## src/rtl/core/periodic_timer_missed_cycle_skip_unit_defines.svh

```systemverilog
// Assertion macros used by the periodic timer top level.
`ifndef PERIODIC_TIMER_MISSED_CYCLE_SKIP_UNIT_DEFINES_SVH
`define PERIODIC_TIMER_MISSED_CYCLE_SKIP_UNIT_DEFINES_SVH
`ifndef SYNTHESIS
// A property checked on every rising edge of clk outside reset.
`define PTMS_ASSERT(lbl, prop) \
	lbl: assert property (@(posedge clk) disable iff (!arst_n) prop) \
		else $error("periodic timer assertion failed");
// A condition that must never hold on a rising edge of clk outside reset.
`define PTMS_ASSERT_NEVER(lbl, cond) \
	lbl: assert property (@(posedge clk) disable iff (!arst_n) !(cond)) \
		else $error("periodic timer forbidden condition seen");
`else
`define PTMS_ASSERT(lbl, prop)
`define PTMS_ASSERT_NEVER(lbl, cond)
`endif
`endif

```

## src/rtl/core/ptms_pkg.sv

```systemverilog
// Shared types, constants and saturating arithmetic of the periodic timer.
`default_nettype none
package ptms_pkg;

	localparam int unsigned TIME_W      = 64;
	localparam int unsigned PERIOD_W    = 63;
	localparam int unsigned CFG_ADDR_W  = 4;
	localparam int unsigned CFG_DATA_W  = 64;
	localparam int unsigned DIV_BITS    = PERIOD_W;
	localparam int unsigned DIV_CNT_W   = $clog2(DIV_BITS);

	localparam logic [PERIOD_W-1:0] PERIOD_RESET = PERIOD_W'(1000000);
	localparam logic [PERIOD_W-1:0] MAX63        = {PERIOD_W{1'b1}};
	localparam logic signed [TIME_W-1:0] S64_MAX = {1'b0, {(TIME_W-1){1'b1}}};
	localparam logic signed [TIME_W-1:0] S64_MIN = {1'b1, {(TIME_W-1){1'b0}}};

	typedef enum logic [1:0] {
		FUNC_RESTART = 2'd0,
		FUNC_CANCEL  = 2'd1,
		FUNC_CONSUME = 2'd2,
		FUNC_QUERY   = 2'd3
	} func_t;

	typedef enum logic {
		REG_PERIOD = 1'b0
	} reg_idx_t;

	typedef enum logic [3:0] {
		ST_IDLE,
		ST_EXEC,
		ST_GRID_CHK,
		ST_DIV,
		ST_GRID_SUB,
		ST_GRID_ADD,
		ST_GRID_CAND,
		ST_GRID_MAX,
		ST_FINISH
	} state_t;

	typedef struct packed {
		logic                       fired;
		logic                       due;
		logic                       stopped;
		logic [PERIOD_W-1:0]        remaining;
		logic signed [TIME_W-1:0]   expected_time;
		logic signed [TIME_W-1:0]   elapsed;
		logic                       status;
	} result_t;

	function automatic logic signed [TIME_W-1:0] sat_add(
		input logic signed [TIME_W-1:0] a,
		input logic signed [TIME_W-1:0] b
	);
		logic [TIME_W:0] s;
		s = {a[TIME_W-1], a} + {b[TIME_W-1], b};
		if (s[TIME_W] != s[TIME_W-1]) begin
			return s[TIME_W] ? S64_MIN : S64_MAX;
		end
		return s[TIME_W-1:0];
	endfunction

	function automatic logic signed [TIME_W-1:0] sat_sub(
		input logic signed [TIME_W-1:0] a,
		input logic signed [TIME_W-1:0] b
	);
		logic [TIME_W:0] s;
		s = {a[TIME_W-1], a} - {b[TIME_W-1], b};
		if (s[TIME_W] != s[TIME_W-1]) begin
			return s[TIME_W] ? S64_MIN : S64_MAX;
		end
		return s[TIME_W-1:0];
	endfunction

endpackage
`default_nettype wire

```

## src/rtl/core/ptms_cfg.sv

```systemverilog
// APB-style configuration register holding the timer period.
`default_nettype none
module ptms_cfg (
	input  wire logic                                clk,
	input  wire logic                                arst_n,
	input  wire logic                                psel,
	input  wire logic                                penable,
	input  wire logic                                pwrite,
	input  wire logic [ptms_pkg::CFG_ADDR_W-1:0]     paddr,
	input  wire logic [ptms_pkg::CFG_DATA_W-1:0]     pwdata,
	output logic      [ptms_pkg::CFG_DATA_W-1:0]     prdata,
	output logic                                     pready,
	output logic      [ptms_pkg::PERIOD_W-1:0]       period
);
	import ptms_pkg::*;

	logic [PERIOD_W-1:0] period_q;
	reg_idx_t            idx;
	logic                wr_en;

	// Registers sit on an eight byte stride; the top address bit is the index.
	assign idx    = reg_idx_t'(paddr[CFG_ADDR_W-1]);
	assign pready = 1'b1;
	assign wr_en  = psel && penable && pwrite && pready;
	assign period = period_q;

	always_ff @(posedge clk or negedge arst_n) begin
		if (!arst_n) begin
			period_q <= PERIOD_RESET;
		end else if (wr_en && (idx == REG_PERIOD)) begin
			period_q <= pwdata[PERIOD_W-1:0];
		end
	end

	always_comb begin
		unique case (idx)
			REG_PERIOD: prdata = CFG_DATA_W'(period_q);
			default:    prdata = '0;
		endcase
	end

endmodule
`default_nettype wire

```

## src/rtl/core/ptms_rem_div.sv

```systemverilog
// Radix-2 restoring remainder unit that shifts the dividend in one bit per cycle.
`default_nettype none
module ptms_rem_div (
	input  wire logic                             clk,
	input  wire logic                             arst_n,
	input  wire logic                             start,
	input  wire logic [ptms_pkg::DIV_BITS-1:0]    dividend,
	input  wire logic [ptms_pkg::DIV_BITS-1:0]    divisor,
	output logic                                  done,
	output logic      [ptms_pkg::DIV_BITS-1:0]    remainder
);
	import ptms_pkg::*;

	logic [DIV_BITS-1:0]  dvd_q;
	logic [DIV_BITS-1:0]  dvs_q;
	logic [DIV_BITS-1:0]  rem_q;
	logic [DIV_CNT_W-1:0] cnt_q;
	logic                 run_q;
	logic                 done_q;
	logic [DIV_BITS:0]    trial;
	logic [DIV_BITS+1:0]  diff;

	// The partial remainder stays below the divisor, so either branch fits.
	assign trial = {rem_q, dvd_q[DIV_BITS-1]};
	assign diff  = {1'b0, trial} - {2'b00, dvs_q};

	always_ff @(posedge clk or negedge arst_n) begin
		if (!arst_n) begin
			run_q  <= 1'b0;
			done_q <= 1'b0;
			cnt_q  <= '0;
		end else begin
			done_q <= 1'b0;
			if (start) begin
				run_q <= 1'b1;
				cnt_q <= '0;
			end else if (run_q) begin
				if (cnt_q == DIV_CNT_W'(DIV_BITS - 1)) begin
					run_q  <= 1'b0;
					done_q <= 1'b1;
				end else begin
					cnt_q <= cnt_q + 1'b1;
				end
			end
		end
	end

	always_ff @(posedge clk) begin
		if (start) begin
			dvd_q <= dividend;
			dvs_q <= divisor;
			rem_q <= '0;
		end else if (run_q) begin
			dvd_q <= {dvd_q[DIV_BITS-2:0], 1'b0};
			if (!diff[DIV_BITS+1]) begin
				rem_q <= diff[DIV_BITS-1:0];
			end else begin
				rem_q <= trial[DIV_BITS-1:0];
			end
		end
	end

	assign done      = done_q;
	assign remainder = rem_q;

endmodule
`default_nettype wire

```

## src/rtl/core/ptms_core.sv

```systemverilog
// Operation sequencer and timer state of the periodic timer.
`default_nettype none
module ptms_core (
	input  wire logic                                clk,
	input  wire logic                                arst_n,
	input  wire logic                                req_valid,
	input  wire logic [1:0]                          func,
	input  wire logic signed [ptms_pkg::TIME_W-1:0]  now,
	input  wire logic [ptms_pkg::PERIOD_W-1:0]       period,
	input  wire logic                                slot_free,
	output logic                                     busy,
	output logic                                     res_valid,
	output ptms_pkg::result_t                        res
);
	import ptms_pkg::*;

	state_t state_q;
	state_t state_d;

	logic signed [TIME_W-1:0]   deadline_q;
	logic signed [TIME_W-1:0]   last_fire_q;
	logic                       halted_q;
	func_t                      func_q;
	logic signed [TIME_W-1:0]   now_q;
	logic                       due_q;
	logic                       fired_q;
	logic signed [TIME_W-1:0]   expected_q;
	logic signed [TIME_W-1:0]   elapsed_q;
	logic                       status_q;
	logic signed [TIME_W-1:0]   nxt_q;
	logic [PERIOD_W-1:0]        dist_q;
	logic [PERIOD_W-1:0]        sum_q;

	logic signed [TIME_W-1:0]   p64;
	logic                       accept;
	logic                       div_start;
	logic                       div_done;
	logic [PERIOD_W-1:0]        div_rem;
	logic signed [TIME_W-1:0]   behind;
	logic [TIME_W-1:0]          grow;
	logic signed [TIME_W-1:0]   rem_s;
	logic                       nxt_ahead;

	assign p64       = {1'b0, period};
	assign accept    = req_valid && !busy;
	assign nxt_ahead = nxt_q > now_q;
	assign behind    = sat_sub(now_q, nxt_q);
	assign grow      = {1'b0, dist_q} + {1'b0, period};
	assign rem_s     = sat_sub(deadline_q, now_q);

	ptms_rem_div u_div (
		.clk       (clk),
		.arst_n    (arst_n),
		.start     (div_start),
		.dividend  (behind[PERIOD_W-1:0]),
		.divisor   (period),
		.done      (div_done),
		.remainder (div_rem)
	);

	always_comb begin
		state_d = state_q;
		unique case (state_q)
			ST_IDLE: begin
				if (req_valid) state_d = ST_EXEC;
			end
			ST_EXEC: begin
				if ((func_q == FUNC_CONSUME) && due_q && (period != '0)) begin
					state_d = ST_GRID_CHK;
				end else begin
					state_d = ST_FINISH;
				end
			end
			ST_GRID_CHK:  state_d = nxt_ahead ? ST_FINISH : ST_DIV;
			ST_DIV: begin
				if (div_done) state_d = ST_GRID_SUB;
			end
			ST_GRID_SUB:  state_d = ST_GRID_ADD;
			ST_GRID_ADD:  state_d = ST_GRID_CAND;
			ST_GRID_CAND: state_d = ST_GRID_MAX;
			ST_GRID_MAX:  state_d = ST_FINISH;
			ST_FINISH: begin
				if (slot_free) state_d = ST_IDLE;
			end
			default:      state_d = ST_IDLE;
		endcase
	end

	always_comb begin
		busy      = (state_q != ST_IDLE);
		div_start = (state_q == ST_GRID_CHK) && !nxt_ahead;
		res_valid = (state_q == ST_FINISH) && slot_free;
	end

	always_ff @(posedge clk or negedge arst_n) begin
		if (!arst_n) begin
			state_q <= ST_IDLE;
		end else begin
			state_q <= state_d;
		end
	end

	// Architectural timer state.
	always_ff @(posedge clk or negedge arst_n) begin
		if (!arst_n) begin
			deadline_q  <= '0;
			last_fire_q <= '0;
			halted_q    <= 1'b1;
		end else begin
			unique case (state_q)
				ST_EXEC: begin
					unique case (func_q)
						FUNC_RESTART: begin
							halted_q    <= 1'b0;
							last_fire_q <= now_q;
							deadline_q  <= sat_add(now_q, p64);
						end
						FUNC_CANCEL: halted_q <= 1'b1;
						FUNC_CONSUME: begin
							if (due_q) begin
								last_fire_q <= now_q;
								if (period == '0) deadline_q <= now_q;
							end
						end
						default: ;
					endcase
				end
				ST_GRID_CHK: begin
					if (nxt_ahead) deadline_q <= nxt_q;
				end
				ST_GRID_MAX: deadline_q <= nxt_ahead ? nxt_q : now_q;
				default: ;
			endcase
		end
	end

	// Per-transaction working registers.
	always_ff @(posedge clk) begin
		if (accept) begin
			func_q     <= func_t'(func);
			now_q      <= now;
			due_q      <= !halted_q && (now >= deadline_q);
			fired_q    <= 1'b0;
			expected_q <= '0;
			elapsed_q  <= '0;
			status_q   <= 1'b0;
		end else begin
			unique case (state_q)
				ST_EXEC: begin
					if ((func_q == FUNC_CONSUME) && due_q) begin
						fired_q    <= 1'b1;
						expected_q <= deadline_q;
						elapsed_q  <= sat_sub(now_q, last_fire_q);
						nxt_q      <= sat_add(deadline_q, p64);
					end
					if (func_q == FUNC_QUERY) status_q <= halted_q;
				end
				// The next grid point after now is now - (behind mod period) + period,
				// with the added period saturating like the final sum.
				ST_GRID_CHK:  dist_q <= behind[PERIOD_W-1:0];
				ST_GRID_SUB:  dist_q <= dist_q - div_rem;
				ST_GRID_ADD:  sum_q  <= grow[TIME_W-1] ? MAX63 : grow[PERIOD_W-1:0];
				ST_GRID_CAND: nxt_q  <= sat_add(nxt_q, {1'b0, sum_q});
				default: ;
			endcase
		end
	end

	always_comb begin
		res.fired         = fired_q;
		res.due           = due_q;
		res.stopped       = halted_q;
		res.expected_time = expected_q;
		res.elapsed       = elapsed_q;
		res.status        = status_q;
		if (halted_q || rem_s[TIME_W-1]) begin
			res.remaining = '0;
		end else begin
			res.remaining = rem_s[PERIOD_W-1:0];
		end
	end

endmodule
`default_nettype wire

```

## src/rtl/core/periodic_timer_missed_cycle_skip_unit.sv

```systemverilog
// Top level of the periodic deadline timer with missed-period skipping.
//
// Usage: each request transaction carries an operation code (restart, cancel,
// consume, query) and the current signed 64-bit time in nanoseconds. Every
// request produces exactly one response transaction with the fire flag, the
// due flag, the stopped flag, the clamped remaining time, the expected fire
// time, the elapsed time since the previous fire and a status bit.
// The timer period is set through the APB-style port at byte address 0
// (64-bit data); it should only be written while no request is in flight.
// Sequence: restart, cancel, query, a consume that does not fire and a firing
// consume at zero period pass through the execute and finish states; a firing
// consume that lands on the next grid point adds a grid check. A consume that
// skips missed periods runs the bit-serial remainder unit, one dividend bit
// per cycle, then the grid subtract, add, candidate and maximum steps. One
// request is in work at a time.
// Reset: the period returns to 1000000 ns, deadline and last fire time to
// zero, and the timer is stopped until the first restart.
// A stalled response waits in the output register; the next request is
// still accepted and worked on, and it holds in its final step until the
// output register is free.
`default_nettype none
`include "periodic_timer_missed_cycle_skip_unit_defines.svh"
module periodic_timer_missed_cycle_skip_unit (
	input  wire logic                                clk,
	input  wire logic                                arst_n,
	input  wire logic                                psel,
	input  wire logic                                penable,
	input  wire logic                                pwrite,
	input  wire logic [ptms_pkg::CFG_ADDR_W-1:0]     paddr,
	input  wire logic [ptms_pkg::CFG_DATA_W-1:0]     pwdata,
	output logic      [ptms_pkg::CFG_DATA_W-1:0]     prdata,
	output logic                                     pready,
	input  wire logic                                req_valid,
	output logic                                     req_stall,
	input  wire logic [1:0]                          func,
	input  wire logic signed [ptms_pkg::TIME_W-1:0]  now,
	output logic                                     rsp_valid,
	input  wire logic                                rsp_stall,
	output logic                                     fired,
	output logic                                     due,
	output logic                                     stopped,
	output logic      [ptms_pkg::PERIOD_W-1:0]       remaining,
	output logic signed [ptms_pkg::TIME_W-1:0]       expected_time,
	output logic signed [ptms_pkg::TIME_W-1:0]       elapsed,
	output logic                                     status
);
	import ptms_pkg::*;

	logic [PERIOD_W-1:0] period;
	logic                busy;
	logic                res_valid;
	logic                slot_free;
	result_t             res;
	result_t             rsp_q;
	logic                rsp_valid_q;

	ptms_cfg u_cfg (
		.clk     (clk),
		.arst_n  (arst_n),
		.psel    (psel),
		.penable (penable),
		.pwrite  (pwrite),
		.paddr   (paddr),
		.pwdata  (pwdata),
		.prdata  (prdata),
		.pready  (pready),
		.period  (period)
	);

	ptms_core u_core (
		.clk       (clk),
		.arst_n    (arst_n),
		.req_valid (req_valid),
		.func      (func),
		.now       (now),
		.period    (period),
		.slot_free (slot_free),
		.busy      (busy),
		.res_valid (res_valid),
		.res       (res)
	);

	// The output register is free when empty or when its transaction leaves now.
	assign slot_free = !rsp_valid_q || !rsp_stall;
	assign req_stall = busy;

	always_ff @(posedge clk or negedge arst_n) begin
		if (!arst_n) begin
			rsp_valid_q <= 1'b0;
		end else if (res_valid) begin
			rsp_valid_q <= 1'b1;
		end else if (!rsp_stall) begin
			rsp_valid_q <= 1'b0;
		end
	end

	always_ff @(posedge clk) begin
		if (res_valid) begin
			rsp_q <= res;
		end
	end

	assign rsp_valid     = rsp_valid_q;
	assign fired         = rsp_q.fired;
	assign due           = rsp_q.due;
	assign stopped       = rsp_q.stopped;
	assign remaining     = rsp_q.remaining;
	assign expected_time = rsp_q.expected_time;
	assign elapsed       = rsp_q.elapsed;
	assign status        = rsp_q.status;

	// An accepted request keeps the sequencer busy for at least the next cycle.
	`PTMS_ASSERT(a_busy_after_accept, (req_valid && !req_stall) |=> req_stall)
	// A timer can only fire when it was due.
	`PTMS_ASSERT_NEVER(a_fire_needs_due, rsp_valid && fired && !due)
	// A stopped timer reports no remaining time.
	`PTMS_ASSERT(a_stopped_no_remaining, (rsp_valid && stopped) |-> (remaining == '0))
	// The stopped status only comes with a stopped timer.
	`PTMS_ASSERT_NEVER(a_status_needs_stop, rsp_valid && status && !stopped)

endmodule
`default_nettype wire
```

## config.mk

```make
export PLATFORM = sky130hd
export DESIGN_NAME = periodic_timer_missed_cycle_skip_unit
export DESIGN_NICKNAME = d
export VERILOG_FILES = /design/src/rtl/core/ptms_pkg.sv /design/src/rtl/core/ptms_cfg.sv /design/src/rtl/core/ptms_rem_div.sv /design/src/rtl/core/ptms_core.sv /design/src/rtl/core/periodic_timer_missed_cycle_skip_unit.sv
export VERILOG_INCLUDE_DIRS = /design/src /design/src/rtl/core
export SDC_FILE = /design/constraint.sdc
export NUM_CORES = 2
export LEC_CHECK = 0
export ABC_AREA = 0
export BUFFER_PORTS_ARGS = -buffer_cell sky130_fd_sc_hd__buf_2
export CORE_ASPECT_RATIO = 0.8
export CORE_MARGIN = 2
export CORE_UTILIZATION = 60
export CTS_BUF_LIST = sky130_fd_sc_hd__clkbuf_16
export CTS_CLUSTER_SIZE = 30
export DETAILED_ROUTE_END_ITERATION = 6
export HOLD_SLACK_MARGIN = 0.06
export PLACE_DENSITY_LB_ADDON = 0.12
export SETUP_SLACK_MARGIN = 0.3
export SLEW_MARGIN = 20
export SYNTH_ARGS = -nofsm -noshare
export SYNTH_HDL_FRONTEND = slang
export SYNTH_SLANG_ARGS = --single-unit
```

## constraint.sdc

```tcl
create_clock -name clk -period 15.2 [get_ports clk]
set_input_delay 3.04 -clock clk [delete_from_list [all_inputs] [get_ports clk]]
set_output_delay 3.04 -clock clk [all_outputs]
set_load 0.05 [all_outputs]
```

==> flow_metrics.env <==
export IMPL_crit_path_end_kind="output pin"
export IMPL_hold_violations=0
export IMPL_synth_edf_count=578
export IMPL_post_cts_setup_buffer_count=0
export IMPL_worst_pin_slew_ns=1.29
export IMPL_ios=403
export IMPL_cts_sink_count=976
export IMPL_area_delta_synth_final_pct=8.81
export IMPL_syn_instance_count=8495
export IMPL_tritoncts="yes"
export IMPL_path_clk_slew_ns=0.07
export IMPL_num_vias=67300
export IMPL_max_freq_mhz=142
export IMPL_yosys_register_bits=976
export IMPL_setup_viol=0
export IMPL_grt_usage_pct=37.9
export IMPL_synth_top_cell_by_area="edfxtp_1"
export IMPL_hold_class="register to register"
export IMPL_criticalPathCategory="primary input to output pin"
export IMPL_grt_max_degree=114
export IMPL_multi_input_area_mm2=0.0432
export IMPL_chipWidth_um=395
export IMPL_timing_setup_tns_ns=0
export IMPL_maxCapViolations=0
export IMPL_rsz0062_at_grt="false"
export IMPL_num_nets_final=9381
export IMPL_synth_flop_cell="edfxtp_1"
export IMPL_place_congestion=1.00
export IMPL_synthTopCellsByArea="edfxtp_1 (24%), ha_1 (11%), a21oi_1 (7.4%), dfrtp_1 (6.7%), dfxtp_1 (5.3%)"
export IMPL_drt_pass1_iterations=7
export IMPL_period_share_pct=46.3
export IMPL_post_route_drc_count=3
export IMPL_powerDensity_mw_per_mm2=244
export IMPL_clk_latency_ns=0.76
export IMPL_cts_resized=0
export IMPL_grt_pass1_wl_mm=369
export IMPL_cp_required_ns=12.16
export IMPL_final_seq_area_mm2=0.0264
export IMPL_synth_cell_types=112
export IMPL_core_region_area_mm2=0.121
export IMPL_root_buffer="clkbuf_16"
export IMPL_async_reset_ff_share_pct=21.0
export IMPL_cts_buffers=104
export IMPL_h_tree_depth=3
export IMPL_wirelength_mm=247
export IMPL_leakagePower_nw=34.5
export IMPL_drt_iter0_drc=7648
export IMPL_dpl_hpwl_mm=193
export IMPL_rows=114
export IMPL_synth_top_area_share_pct=23.7
export IMPL_io_buffers=396
export IMPL_grt_pass1_vias=62000
export IMPL_ir_worst_vdd_uv=207
export IMPL_fillers=10200
export IMPL_dieArea_mm2=0.125
export IMPL_antenna_left=0
export IMPL_crit_fanout=64
export IMPL_synth_most_common_cell="a21oi_1"
export IMPL_synth_top_cells_by_count="a21oi_1 (1087), nand2_1 (811), o21ai_0 (706), ha_1 (635), edfxtp_1 (578)"
export IMPL_outcome="finished with violations"
export IMPL_slew_limit_headroom_pct=13.7
export IMPL_fin_skew_ns=0.0387
export IMPL_start_kind="primary input"
export IMPL_antenna_found_initial=16
export IMPL_drv_slew=0
export IMPL_drt_vias_per_instance=6.52
export IMPL_timing_final_crit_period_ns=7.04
export IMPL_cts_hold_buf=0
export IMPL_synth_warnings=0
export IMPL_wl_per_cell_um=24.0
export IMPL_arrival_ns=4.00
export IMPL_ys_seq_area_share_pct=36.0
export IMPL_cts_buffer_depth=3
export IMPL_syn_area_mm2=0.0732
export IMPL_layout_drive_gt1_share_pct=9.73
export IMPL_avgSynthCellArea_um2=8.62
export IMPL_postLayoutCoreUtil_pct=65.9
export IMPL_dieHeight_um=317
export IMPL_violations="DRC"
export IMPL_initial_utilization_pct=60.6
export IMPL_grt_overflow=0
export IMPL_syn_nets=9280
-- area by class of cell --
class                      count  area share [%]
multi-input combinational   6511            54.2
tap                         1624            2.55
clock inverter                89           0.969
antenna                        7          0.0220
clock buffer                 109            3.42
timing repair buffer         479            3.30
sequential                   976            33.1
inverter                     524            2.48
-- cell families (layout without fill, tap and decap cells) --
logic type / Yosys count / after routing / share of synthesized area (%)
mux: 89 / 89 / 1.33
buf+inv: 1008 / 1201 / 5.35
simple gates: 2172 / 2172 / 14.0
compound gates: 3048 / 3048 / 25.5
fa+ha+maj: 671 / 671 / 11.5
flops: 976 / 976 / 36.0
xor+xnor: 529 / 529 / 6.34
other cells: 2 / 9 / 0.0103
-- final timing paths --
check / depth (start not counted) / end / slack, ns / from
worst max-delay path: 3 / prdata[1] / 8.16 / paddr[3]
worst min-delay path: 0 / expected_time[45] / 0.43 / u_core.expected_q[45]
worst max register to register: 14 / u_core.u_div.dvd_q[38] / 8.79 / u_core.now_q[1]
worst min register to register: 0 / expected_time[45] / 0.43 / u_core.expected_q[45]
max in group asynchronous: 3 / u_core.last_fire_q[22] / 11.18 / arst_n
min in group asynchronous: 1 / u_cfg.period[12] / 2.19 / arst_n
-- critical path, cell delays in order --
cell	delay [ns]
buf_4	0.54
nor2_1	0.13
buf_2	0.25
-- through the flow --
step / worst slack [ns] / power (mW) / cell area (um2) / hold WS, ns / instances
after detailed placement: 7.82 / 16.4 / 76100 / 0.414 / 10100
final: 8.16 / 19.4 / 79700 / 0.428 / 10300
after global routing: 8.07 / 20.7 / 79700 / 0.437 / 10300
after CTS: 7.80 / 19.1 / 79600 / 0.421 / 10300
after floorplan: 1.97 / 13.3 / 73200 / 0.403 / 8495
after global placement: 7.90 / 16.1 / 76100 / 0.413 / 10100
-- report_power, final --
group	switching [mW]	internal, mW
Combinational	7.62	4.27
Clock	1.21	1.47
Sequential	0.846	4.02
Total	9.67	9.76
-- cells in the final DEF (no fill, tap or decap), types with 37 or more instances in the layout --
cell type / netlist / final
o211ai_1: 44 / 44
o22ai_1: 49 / 49
a21oi_1: 1087 / 1085
nor3_1: 83 / 81
dfrtp_1: 197 / 196
clkbuf_16: 0 / 109
a221oi_1: 73 / 73
nand3_1: 117 / 115
buf_4: 11 / 83
xor2_1: 225 / 225
xnor2_1: 303 / 302
o31ai_1: 42 / 40
o21a_1: 55 / 55
inv_1: 522 / 537
nor2b_1: 143 / 141
a22oi_1: 37 / 37
nand4_1: 185 / 185
a211oi_1: 91 / 91
buf_2: 34 / 394
a21o_1: 371 / 371
ha_1: 635 / 635
nand2_1: 811 / 805
dfxtp_1: 193 / 193
a31oi_1: 92 / 91
and3_1: 63 / 62
mux2_2: 66 / 66
o21ai_0: 706 / 706
edfxtp_1: 578 / 578
nor2_1: 496 / 494
nand2b_1: 87 / 87
o21bai_1: 108 / 107
-- registers in the layout (all words and copies together), names as in the netlist, 64 cells and up --
| register | cells |
|---|---|
| u_core.nxt_q | 64 |
| u_core.now_q | 64 |
| u_core.expected_q | 64 |
| elapsed | 64 |
| u_core.last_fire_q | 64 |
| u_core.elapsed_q | 64 |
| expected_time | 64 |
| u_core.deadline_q | 64 |
-- per-layer routing --
| metal | GRT usage [%] | share of wire [%] | vias up |
|---|---|---|---|
| met4 | 16.7 | 4.9 | 8 |
| met3 | 7.97 | 9.7 | 590 |
| li1 | - | - | 31200 |
| met5 | 0 | 0.021 | - |
| met2 | 57.0 | 43 | 3380 |
| met1 | 53.0 | 42 | 32100 |
No activity file was read; power rests on OpenSTA's default activity.
